[src/rtl/scvs_pkg.sv]
// ----------------------------------------------------------------------------
// scvs_pkg
// Shared sizes, codes and types for the second-chance victim selector.
// ----------------------------------------------------------------------------
package scvs_pkg;

    localparam int POOL_ENTRIES = 64;
    localparam int POOL_COUNT   = 2;
    localparam int FIX_BITS     = 8;
    localparam int SWEEP_FACTOR = 2;

    localparam int TOTAL_ENTRIES = POOL_ENTRIES * POOL_COUNT;
    localparam int IDX_W         = $clog2(POOL_ENTRIES);
    localparam int ADDR_W        = $clog2(TOTAL_ENTRIES);
    localparam int POOL_W        = (POOL_COUNT > 1) ? $clog2(POOL_COUNT) : 1;
    localparam int SWEEP_LIMIT   = SWEEP_FACTOR * POOL_ENTRIES;
    localparam int CNT_W         = $clog2(SWEEP_LIMIT);

    // stream widths
    localparam int S_TDATA_W = 24;
    localparam int S_TUSER_W = 2;
    localparam int M_TDATA_W = 8;
    localparam int M_TUSER_W = 2;

    localparam int ENTRY_INDEX_W = 6;
    localparam int FIX_VALUE_W   = 8;
    localparam int VICTIM_W      = 6;

    localparam logic OP_ALLOC  = 1'b0;
    localparam logic OP_UPDATE = 1'b1;

    typedef enum logic [1:0] {
        STATUS_ALLOC       = 2'd0,
        STATUS_NO_UNFIXED  = 2'd1,
        STATUS_UPDATE_DONE = 2'd2
    } status_t;

    typedef struct packed {
        logic                key;
        logic [FIX_BITS-1:0] fix;
        logic                dirty;
        logic                refer;
    } entry_t;

    // controller -> datapath
    typedef struct packed {
        logic accept;
        logic sweep;
        logic out_load;
    } cmd_t;

    // datapath -> controller
    typedef struct packed {
        logic in_op_update;
        logic in_pool_ok;
        logic sweep_done;
    } stat_t;

endpackage

[src/rtl/scvs_ctrl.sv]
// ----------------------------------------------------------------------------
// scvs_ctrl
// Request sequencing: accept, sweep, hand-off to the result register.
// ----------------------------------------------------------------------------
module scvs_ctrl (
    input  logic           aclk,
    input  logic           aresetn,
    input  logic           s_tvalid,
    output logic           s_tready,
    output logic           m_tvalid,
    input  logic           m_tready,
    input  scvs_pkg::stat_t stat,
    output scvs_pkg::cmd_t  cmd
);

    typedef enum logic [2:0] {
        ST_IDLE  = 3'b001,
        ST_SWEEP = 3'b010,
        ST_DONE  = 3'b100
    } state_t;

    state_t state_reg;
    state_t state_next;
    logic   m_tvalid_reg;
    logic   m_tvalid_next;
    logic   out_free;

    assign s_tready = (state_reg == ST_IDLE);
    assign m_tvalid = m_tvalid_reg;
    assign out_free = !m_tvalid_reg || m_tready;

    always_comb begin
        cmd.accept   = s_tvalid && (state_reg == ST_IDLE);
        cmd.sweep    = (state_reg == ST_SWEEP);
        cmd.out_load = (state_reg == ST_DONE) && out_free;
    end

    always_comb begin
        state_next = state_reg;
        case (state_reg)
            ST_IDLE: begin
                if (cmd.accept) begin
                    if (stat.in_op_update || !stat.in_pool_ok) begin
                        state_next = ST_DONE;
                    end else begin
                        state_next = ST_SWEEP;
                    end
                end
            end
            ST_SWEEP: begin
                if (stat.sweep_done) begin
                    state_next = ST_DONE;
                end
            end
            ST_DONE: begin
                if (out_free) begin
                    state_next = ST_IDLE;
                end
            end
            default: begin
                state_next = ST_IDLE;
            end
        endcase
    end

    always_comb begin
        m_tvalid_next = m_tvalid_reg;
        if (cmd.out_load) begin
            m_tvalid_next = 1'b1;
        end else if (m_tready) begin
            m_tvalid_next = 1'b0;
        end
    end

    always_ff @(posedge aclk) begin
        if (!aresetn) begin
            state_reg    <= ST_IDLE;
            m_tvalid_reg <= 1'b0;
        end else begin
            state_reg    <= state_next;
            m_tvalid_reg <= m_tvalid_next;
        end
    end

endmodule

[src/rtl/scvs_datapath.sv]
// ----------------------------------------------------------------------------
// scvs_datapath
// Entry mark memory, clock hands, sweep pipeline and result registers.
// ----------------------------------------------------------------------------
module scvs_datapath (
    input  logic                           aclk,
    input  logic                           aresetn,
    input  scvs_pkg::cmd_t                 cmd,
    output scvs_pkg::stat_t                stat,
    input  logic [scvs_pkg::S_TDATA_W-1:0] s_tdata,
    input  logic [scvs_pkg::S_TUSER_W-1:0] s_tuser,
    output logic [scvs_pkg::M_TDATA_W-1:0] m_tdata,
    output logic [scvs_pkg::M_TUSER_W-1:0] m_tuser
);

    localparam int IDX_W  = scvs_pkg::IDX_W;
    localparam int ADDR_W = scvs_pkg::ADDR_W;
    localparam int POOL_W = scvs_pkg::POOL_W;
    localparam int CNT_W  = scvs_pkg::CNT_W;

    function automatic logic [IDX_W-1:0] next_pos(input logic [IDX_W-1:0] p);
        logic [IDX_W-1:0] r;
        if (int'(p) == scvs_pkg::POOL_ENTRIES - 1) begin
            r = '0;
        end else begin
            r = p + 1'b1;
        end
        return r;
    endfunction

    // request fields
    logic                                in_op;
    logic                                in_pool;
    logic [scvs_pkg::ENTRY_INDEX_W-1:0]  in_idx;
    logic                                in_refer;
    logic                                in_dirty;
    logic [scvs_pkg::FIX_VALUE_W-1:0]    in_fix;
    logic                                in_key;
    logic                                in_pool_ok;
    logic                                in_idx_ok;
    logic [ADDR_W-1:0]                   in_base;
    logic [ADDR_W-1:0]                   upd_addr;
    scvs_pkg::entry_t                    upd_word;

    // mark memory and valid bits
    scvs_pkg::entry_t mem [scvs_pkg::TOTAL_ENTRIES];
    logic [scvs_pkg::TOTAL_ENTRIES-1:0] valid_reg;
    scvs_pkg::entry_t mem_q_reg;
    logic             vld_q_reg;

    logic [IDX_W-1:0] hand_reg [scvs_pkg::POOL_COUNT];

    // sweep pipeline
    logic [POOL_W-1:0] pool_reg;
    logic [ADDR_W-1:0] base_reg;
    logic [IDX_W-1:0]  rd_pos_reg;
    logic [IDX_W-1:0]  ev_pos_reg;
    logic              ev_valid_reg;
    logic [CNT_W-1:0]  cnt_reg;
    logic [ADDR_W-1:0] rd_addr;
    logic [ADDR_W-1:0] ev_addr;

    scvs_pkg::entry_t ev_word;
    logic             ev_active;
    logic             ev_unfixed;
    logic             ev_found;
    logic             ev_clear;
    logic             ev_last;

    logic              wr_en;
    logic [ADDR_W-1:0] wr_addr;
    scvs_pkg::entry_t  wr_data;
    logic              do_update;
    logic              do_start;

    // pending result
    scvs_pkg::status_t                  res_status_reg;
    logic [scvs_pkg::VICTIM_W-1:0]      res_victim_reg;
    logic                               res_flush_reg;
    logic                               res_unhash_reg;
    logic [scvs_pkg::M_TDATA_W-1:0]     m_tdata_reg;
    logic [scvs_pkg::M_TUSER_W-1:0]     m_tuser_reg;

    assign in_op    = s_tuser[0];
    assign in_pool  = s_tuser[1];
    assign in_idx   = s_tdata[5:0];
    assign in_refer = s_tdata[6];
    assign in_dirty = s_tdata[7];
    assign in_fix   = s_tdata[15:8];
    assign in_key   = s_tdata[16];

    assign in_pool_ok = (int'(in_pool) < scvs_pkg::POOL_COUNT);
    assign in_idx_ok  = (int'(in_idx) < scvs_pkg::POOL_ENTRIES);
    assign in_base    = ADDR_W'(ADDR_W'(in_pool) * ADDR_W'(scvs_pkg::POOL_ENTRIES));
    assign upd_addr   = in_base + ADDR_W'(IDX_W'(in_idx));

    always_comb begin
        upd_word.key   = in_key;
        upd_word.fix   = scvs_pkg::FIX_BITS'(in_fix);
        upd_word.dirty = in_dirty;
        upd_word.refer = in_refer;
    end

    assign do_update = cmd.accept && (in_op == scvs_pkg::OP_UPDATE);
    assign do_start  = cmd.accept && (in_op == scvs_pkg::OP_ALLOC) && in_pool_ok;

    assign stat.in_op_update = (in_op == scvs_pkg::OP_UPDATE);
    assign stat.in_pool_ok   = in_pool_ok;

    assign rd_addr = base_reg + ADDR_W'(rd_pos_reg);
    assign ev_addr = base_reg + ADDR_W'(ev_pos_reg);

    // entries never written read as all-zero marks
    assign ev_word    = vld_q_reg ? mem_q_reg : '0;
    assign ev_active  = cmd.sweep && ev_valid_reg;
    assign ev_unfixed = (ev_word.fix == '0);
    assign ev_found   = ev_active && ev_unfixed && !ev_word.refer;
    assign ev_clear   = ev_active && ev_unfixed && ev_word.refer;
    assign ev_last    = (cnt_reg == CNT_W'(scvs_pkg::SWEEP_LIMIT - 1));
    assign stat.sweep_done = ev_active && (ev_found || ev_last);

    always_comb begin
        wr_en   = 1'b0;
        wr_addr = ev_addr;
        wr_data = ev_word;
        if (do_update) begin
            wr_en   = in_pool_ok && in_idx_ok;
            wr_addr = upd_addr;
            wr_data = upd_word;
        end else if (ev_found) begin
            wr_en         = 1'b1;
            wr_data       = '0;
            wr_data.refer = 1'b1;
        end else if (ev_clear) begin
            wr_en         = 1'b1;
            wr_data.refer = 1'b0;
        end
    end

    always_ff @(posedge aclk) begin
        if (wr_en) begin
            mem[wr_addr] <= wr_data;
        end
        mem_q_reg <= mem[rd_addr];
        vld_q_reg <= valid_reg[rd_addr];
    end

    always_ff @(posedge aclk) begin
        if (!aresetn) begin
            valid_reg <= '0;
        end else if (wr_en) begin
            valid_reg[wr_addr] <= 1'b1;
        end
    end

    always_ff @(posedge aclk) begin
        if (!aresetn) begin
            for (int p = 0; p < scvs_pkg::POOL_COUNT; p++) begin
                hand_reg[p] <= '0;
            end
        end else if (ev_found) begin
            hand_reg[pool_reg] <= next_pos(ev_pos_reg);
        end
    end

    always_ff @(posedge aclk) begin
        if (!aresetn) begin
            ev_valid_reg <= 1'b0;
            cnt_reg      <= '0;
        end else if (do_start) begin
            ev_valid_reg <= 1'b0;
            cnt_reg      <= '0;
        end else if (cmd.sweep) begin
            ev_valid_reg <= 1'b1;
            if (ev_active) begin
                cnt_reg <= cnt_reg + 1'b1;
            end
        end
    end

    always_ff @(posedge aclk) begin
        if (do_start) begin
            pool_reg   <= POOL_W'(in_pool);
            base_reg   <= in_base;
            rd_pos_reg <= hand_reg[POOL_W'(in_pool)];
        end else if (cmd.sweep) begin
            rd_pos_reg <= next_pos(rd_pos_reg);
            ev_pos_reg <= rd_pos_reg;
        end
    end

    always_ff @(posedge aclk) begin
        if (do_update) begin
            res_status_reg <= scvs_pkg::STATUS_UPDATE_DONE;
            res_victim_reg <= '0;
            res_flush_reg  <= 1'b0;
            res_unhash_reg <= 1'b0;
        end else if (cmd.accept && !in_pool_ok) begin
            res_status_reg <= scvs_pkg::STATUS_NO_UNFIXED;
            res_victim_reg <= '0;
            res_flush_reg  <= 1'b0;
            res_unhash_reg <= 1'b0;
        end else if (ev_found) begin
            res_status_reg <= scvs_pkg::STATUS_ALLOC;
            res_victim_reg <= scvs_pkg::VICTIM_W'(ev_pos_reg);
            res_flush_reg  <= ev_word.dirty;
            res_unhash_reg <= ev_word.key;
        end else if (ev_active && ev_last) begin
            res_status_reg <= scvs_pkg::STATUS_NO_UNFIXED;
            res_victim_reg <= '0;
            res_flush_reg  <= 1'b0;
            res_unhash_reg <= 1'b0;
        end
    end

    always_ff @(posedge aclk) begin
        if (cmd.out_load) begin
            m_tdata_reg <= {res_unhash_reg, res_flush_reg, res_victim_reg};
            m_tuser_reg <= res_status_reg;
        end
    end

    assign m_tdata = m_tdata_reg;
    assign m_tuser = m_tuser_reg;

endmodule

[src/rtl/second_chance_victim_select.sv]
// ----------------------------------------------------------------------------
// second_chance_victim_select
// Clock (second-chance) victim selection over two buffer pools.
// ----------------------------------------------------------------------------
// One request at a time. An update request goes from ST_IDLE to ST_DONE,
// where its result is loaded into the output register once that register is
// free; the block then returns to ST_IDLE and can take the next request. An
// allocate request goes through ST_SWEEP before ST_DONE; the sweep visits
// entries until it finds a victim (at most twice the pool size, 128 entries)
// and visits one entry per cycle, bounded by the single registered read port
// of the entry mark memory. An allocate with a pool select beyond the pool
// count is handled like an update. A new request is taken while the previous
// result still waits in the output register; the request after it waits
// until that result has been accepted.
// ----------------------------------------------------------------------------
module second_chance_victim_select (
    input  logic                           aclk,
    input  logic                           aresetn,
    input  logic                           s_tvalid,
    output logic                           s_tready,
    // entry_index[5:0], refer_value[6], dirty_value[7], fix_value[15:8],
    // key_value[16], zero[23:17]
    input  logic [scvs_pkg::S_TDATA_W-1:0] s_tdata,
    // op[0], pool[1]
    input  logic [scvs_pkg::S_TUSER_W-1:0] s_tuser,
    output logic                           m_tvalid,
    input  logic                           m_tready,
    // victim[5:0], needs_flush[6], needs_unhash[7]
    output logic [scvs_pkg::M_TDATA_W-1:0] m_tdata,
    // status[1:0]
    output logic [scvs_pkg::M_TUSER_W-1:0] m_tuser
);

    scvs_pkg::cmd_t  cmd;
    scvs_pkg::stat_t stat;

    scvs_ctrl u_ctrl (
        .aclk     (aclk),
        .aresetn  (aresetn),
        .s_tvalid (s_tvalid),
        .s_tready (s_tready),
        .m_tvalid (m_tvalid),
        .m_tready (m_tready),
        .stat     (stat),
        .cmd      (cmd)
    );

    scvs_datapath u_datapath (
        .aclk    (aclk),
        .aresetn (aresetn),
        .cmd     (cmd),
        .stat    (stat),
        .s_tdata (s_tdata),
        .s_tuser (s_tuser),
        .m_tdata (m_tdata),
        .m_tuser (m_tuser)
    );

endmodule

[config.mk]
export PLATFORM = sky130hd
export DESIGN_NAME = second_chance_victim_select
export DESIGN_NICKNAME = d
export VERILOG_FILES = /design/src/rtl/scvs_pkg.sv /design/src/rtl/scvs_ctrl.sv /design/src/rtl/scvs_datapath.sv /design/src/rtl/second_chance_victim_select.sv
export SDC_FILE = /design/constraint.sdc
export NUM_CORES = 2
export LEC_CHECK = 0
export ABC_AREA = 1
export ABC_CLOCK_PERIOD_IN_PS = 8730
export BUFFER_PORTS_ARGS = -buffer_cell sky130_fd_sc_hd__buf_2
export CAP_MARGIN = 10
export CORE_UTILIZATION = 38
export DETAILED_ROUTE_END_ITERATION = 7
export PLACE_DENSITY = 0.54
export SLEW_MARGIN = 40
export SYNTH_ARGS = -nofsm -noshare
export SYNTH_HDL_FRONTEND = slang
export SYNTH_SLANG_ARGS = --single-unit
[constraint.sdc]
create_clock -name aclk -period 8.73 [get_ports aclk]
set_input_delay 1.746 -clock aclk [delete_from_list [all_inputs] [get_ports aclk]]
set_output_delay 1.746 -clock aclk [all_outputs]
set_load 0.05 [all_outputs]
# Word level (Yosys, flattened, before mapping)
# Memories as Yosys holds them, arrays and structs flattened. A register that Yosys moved wholly into a read port is not among the register bits.
# Cells that the tools add are included.
[totals] word_cells=107 register_bits=174 output_inout_bits=12 ramBits=1420 mem_count=2 inputBits=30
[classes] add_sub_neg=6 reduce_logical=25 bitwise=4 eq_ne=9 muxes=42 n_lt_le_gt_ge=3
[mem_list] name="u_datapath.mem" depth=128 word_bits=11 rd=1 rd_ports_with_merged_regs=1 write_ports=1 line_no="scvs_datapath.sv:46" text="scvs_pkg::entry_t mem [scvs_pkg::TOTAL_ENTRIES];"
[mem_list] name="u_datapath.hand_reg" depth=2 word_bits=6 rd=1 rd_ports_with_merged_regs=0 write_ports=2 line_no="scvs_datapath.sv:51" text="logic [IDX_W-1:0] hand_reg [scvs_pkg::POOL_COUNT];"
[ops] operator="$or 128x128->128" n=1
[ops] operator="$mux 6" n=9
[ops] operator="$mux 11" n=2
[ops] operator="$add 7x6->7" n=3
[ops] operator="$mux 1" n=20
[ops] operator="$lt 7x8->1 const B" n=2
[ops] operator="$add 6x1->6 const B" n=2
[ops] operator="$eq 6x1->1 const B" n=2
[ops] operator="$mux 3" n=4
[ops] operator="$logic_and 1x1->1" n=11
[ops] operator="$mux 10" n=1
[ops] operator="$pmux 3 s3" n=1
[ops] operator="$logic_not 8->1" n=1
[ops] operator="$add 7x1->7 const B" n=1
[ops] operator="$bmux 1 s7" n=1
[ops] operator="$demux 1 s7" n=1
[ops] operator="$eq 7x7->1 const B" n=1
[ops] operator="$ge 7x1->1 const B" n=1
[ops] operator="$mux 7" n=1
[ops] operator="$reduce_bool 2->1" n=3
[ops] operator="$reduce_or 6->1" n=1
[ops] operator="$mux 2" n=2
[ops] operator="$ne 2x1->1 const B" n=2
[ops] operator="$reduce_and 2->1" n=2
[ops] operator="9 further kinds" n=14

# Depth between registers and ports, before layout
[depth] ltp_word=9 depth_mapped=14 ltp_nobuf=14

# Hierarchy
# A second synthesis with hierarchy kept.
[hier_totals] hier_cells=6030 area_unflattened_um2=66105.9
[by_module_without_submodules] mod="scvs_datapath" seq_area_each_um2=46494.6 area_per_inst_um2=65841.9 cells_each=5989 n_inst=1
[by_module_without_submodules] mod="scvs_ctrl" seq_area_each_um2=80.1 area_per_inst_um2=264.0 cells_each=41 n_inst=1

# Worst setup path after synthesis
# Ideal clock, no wire load.
[synth_path] path_kind="input port to flip-flop" from="input s_tvalid" to="memory u_datapath.mem[0][0] (netlist name), data pin" required_ns=7.532 setup_ns=1.198 setup_slack_ns=0.299 path_buffers=2 path_stages=5 arrival_ns=7.233 cell_sequence="nand3_4 > inv_2 > buf_6 > clkbuf_1 > o21ai_0"
[synth_lines] item="start: declaration" line_no="second_chance_victim_select.sv:19" text="input logic s_tvalid,"
[synth_lines] item="end: declaration" line_no="scvs_datapath.sv:46"

# Final worst setup path
[layout_path] from="input s_tvalid" to="memory u_datapath.mem[75][1] (netlist name) (enable)"
[layout_via] elab_chain_len=5 word_cells_on_any_way=6 classes_between="mux (4); reduce/logical (2)"
[layout_lines] item="$logic_and 1x1->1 (*)" line_no="scvs_ctrl.sv:33" text="cmd.accept = s_tvalid && (state_reg == ST_IDLE);"
[layout_lines] item="$logic_and 1x1->1 (*)" line_no="scvs_datapath.sv:104" text="assign do_update = cmd.accept && (in_op == scvs_pkg::OP_UPDATE);"
[layout_lines] item="$mux 1" line_no="scvs_datapath.sv:126" text="if (do_update) begin"
[layout_lines] item="$mux 1" line_no="scvs_datapath.sv:141" text="if (wr_en) begin"
[layout_lines] item="$mux 1 (implied by the code)" line_no="scvs_datapath.sv:142" text="mem[wr_addr] <= wr_data;"
# Every way passes the cells marked *; elsewhere a longest branch is shown, timed or not.

==> out/results.tsv <==
metric	value	unit
grt_first_pass_wirelength	260	mm
cp-startpoint	s_tvalid	
maxSlewViolCount	0	
rsz0062_at_grt	false	
path_clk_slew	60	ps
remaining_drc_errors	0	
tightest_slew	874	ps
clock.fmax	246	MHz
path_buf_inv	4	
avgSynthCellArea	10.9	um^2
crit_family	buffers and inverters	
io_buffers	34	
setup_viol	0	
first_global_vias	38900	
crit_top_cell	nand2_1	
endpoint_kind	flop	
drt-initial-drc-count	4141	
cap_viol_max_count	0	
critPathKind	in -> reg	
slew-limit-headroom	0.417	
die_h	416	um
syn_to_final_growth	12.6	%
r2r_end	u_datapath.mem_q_reg[1]$_DFF_P_	
postCtsHoldBufs	0	
start_kind	input port	
numCtsBuffers	170	
postPlaceCellArea	67600	um^2
drt_first_pass_iters	6	
hp-class	reg -> reg	
pre_cts_slack	3880	ps
hpwl	97.9	mm
antenna_found_initial	2	
cts_max_level	4	
slowest_stage	nor2_4	
cp_max_fo	27	
path_cells	buf_2 > nand3_4 > inv_2 > nand2_1 > nand2_1 > nand2_2 > nor2_4 > buf_4 > nand2_1 > inv_1	
via_per_inst	5.12	
synth_nets	6038	
clk_latency	800	ps
dr_total_vias	42500	
ir_worst_vdd	229	uV
clockRootBuffer	clkbuf_16	
wl_per_cell	21.4	um
status	finished clean	
crit_path_end	u_datapath.mem[75][1]$_DFFE_PP_	
r2r_cells	13	
rrSetupSlack	4750	ps
nNetsFinal	5971	
power	17.7	mW
period_share	0.466	
place.gp.congestion	0.831	
postRouteAntennaNets	0	
cts_tree	done	
cts_setup_buffers	0	
largest_reg_flops	1408	
fin_skew	20.8	ps
yosys_warnings	0	
grt_use_total	0.201	
period_needed	4070	ps
synth_seq_cells	1605	
crit_arrival	4510	ps
design_area	73400	um^2
dieArea	173000	um^2
grt_max_degree	176	
yosysSeqAreaShare	0.715	
netlist_area	65100	um^2
p_leak	27.5	nW
synthesis.instances	6004	
required	9170	ps
cp_num_cells	10	
row_count	151	
cts_sinks	1605	
p_per_area	241	nW/um^2
fp.dieW	416	um
grt_remaining_overflow	0	
finalHoldViolCount	0	
cts_resized	0	
r2r_start	u_datapath.rd_pos_reg[0]$_DFFE_PP_	
initial_core_util	0.384	
detail_route.wirelength	178	mm
yosysUniqueCellTypes	38	
setup_ws	4660	ps
boundaryPins	42	
coreArea	170000	um^2
clock_path_buffers	3	
tns	0	ps
drive_above_1_share	0.0666	
slowest_delay	480	ps
-- Yosys cell counts, drive strengths merged --
cell type	number	area share
o21ai	53	0.0042
dfxtp	162	0.050
o32ai	2	0.00027
inv	299	0.017
edfxtp	1443	0.67
o31ai	1	0.00012
nor2	85	0.0064
o211ai	1	0.00012
nand2	2322	0.13
o21bai	1	0.00012
o21a	1	0.00012
ha	4	0.00077
xnor2	2	0.00027
xor2	5	0.00067
clkinv	2	0.00012
o22ai	5	0.00048
buf	92	0.0072
nand3	918	0.071
a31oi	3	0.00029
clkbuf	252	0.015
nor4	1	0.000096
or2	2	0.00019
o2111ai	1	0.00013
a21oi	339	0.026
nor3	8	0.00086
-- cell usage in the layout, fill, tap and decap left out, types with 3 or more instances in the layout --
| cell type | Yosys | layout |
|---|---|---|
| a21oi_1 | 339 | 339 |
| a31oi_1 | 3 | 3 |
| buf_12 | 0 | 13 |
| buf_16 | 0 | 8 |
| buf_2 | 46 | 34 |
| buf_4 | 4 | 31 |
| buf_6 | 7 | 13 |
| buf_8 | 0 | 6 |
| bufinv_16 | 0 | 15 |
| clkbuf_1 | 252 | 56 |
| clkbuf_16 | 0 | 172 |
| clkbuf_8 | 0 | 14 |
| clkinv_1 | 2 | 23 |
| clkinv_2 | 0 | 25 |
| clkinv_8 | 0 | 6 |
| dfxtp_1 | 162 | 162 |
| edfxtp_1 | 1443 | 1443 |
| ha_1 | 4 | 4 |
| inv_1 | 293 | 289 |
| inv_2 | 6 | 5 |
| inv_6 | 0 | 8 |
| nand2_1 | 2316 | 2316 |
| nand2_2 | 5 | 5 |
| nand3_1 | 917 | 917 |
| nor2_1 | 61 | 60 |
| nor2_2 | 16 | 16 |
| nor2_4 | 8 | 9 |
| nor3_1 | 6 | 6 |
| o21ai_0 | 46 | 35 |
| o21ai_1 | 5 | 5 |
| o21ai_4 | 0 | 11 |
| o22ai_1 | 5 | 5 |
| xor2_1 | 5 | 5 |
-- metrics by stage --
stage | hold WS, ps | utilization | cells
2_1_floorplan | 408 | - | 6004
3_3_place_gp | 418 | 0.397 | 7968
3_5_place_dp | 424 | 0.398 | 7978
4_1_cts | 438 | 0.431 | 8295
5_1_grt | 443 | 0.432 | 8300
6_report | 438 | 0.432 | 8301
-- power by group --
| group | internal (mW) | switching, mW | leakage [nW] |
|---|---|---|---|
| combinational | 0.354 | 1.39 | 10.3 |
| clock | 4.21 | 3.01 | 2.71 |
| sequential | 8.67 | 0.0158 | 14.5 |
-- worst register-to-register path, stage by stage (launching register included) --
cell and delay, ps:
edfxtp_1 420, buf_12 200, buf_16 320, inv_8 550, buf_12 430, buf_16 440, nand2_1 220, nand3_1 90
nand3_1 160, nand3_1 230, nand3_1 250, nand3_1 150, nand3_1 280, nand2_1 180
-- worst min path at each step --
| stage | from | to | slack (ps) | cells after the start |
|---|---|---|---|---|
| final | u_datapath.res_status_reg[1]$_SDFFE_PP1P_ | u_datapath.m_tuser[1]$_DFFE_PP_ | 440 | 0 |
| after global routing | u_datapath.res_status_reg[1]$_SDFFE_PP1P_ | u_datapath.m_tuser[1]$_DFFE_PP_ | 440 | 0 |
| after CTS | u_datapath.res_status_reg[1]$_SDFFE_PP1P_ | u_datapath.m_tuser[1]$_DFFE_PP_ | 440 | 0 |
| after detailed placement | u_datapath.res_status_reg[1]$_SDFFE_PP1P_ | u_datapath.m_tuser[1]$_DFFE_PP_ | 420 | 0 |
| after global placement | u_datapath.res_status_reg[1]$_SDFFE_PP1P_ | u_datapath.m_tuser[1]$_DFFE_PP_ | 420 | 0 |
| after floorplan | u_datapath.res_victim_reg[1]$_SDFFE_PP0P_ | u_datapath.m_tdata[1]$_DFFE_PP_ | 410 | 0 |
-- cell families (layout without fill, tap and decap cells) --
group / count (synthesis) / in the layout / share of synthesized area
and+or+nand+nor: 3336 / 3336 / 0.212
DFF: 1605 / 1605 / 0.715
buffers and inverters: 645 / 723 / 0.0391
AOI/OAI and AO/OA: 407 / 407 / 0.0319
xor gates and xnor gates: 7 / 7 / 0.000941
adders and majority gates: 4 / 4 / 0.000768
other: 0 / 1 / 0
-- layout make-up --
cell class	instances	area (um^2)
inverter	301	1160
fill	15800	96500
sequential	1605	46600
multi-input combinational	3754	16200
antenna	1	2.50
clock inverter	75	852
clock buffer	242	4710
timing repair buffer	105	1120
tap	2218	2780
-- routing by layer --
metal,up-vias,track usage,share of wire
li1,20300,-,-
met1,20600,0.288,0.45
met2,1317,0.313,0.46
met3,263,0.0312,0.063
met4,0,0.0663,0.029
met5,-,0,0
(Power assumes the default switching activity.)
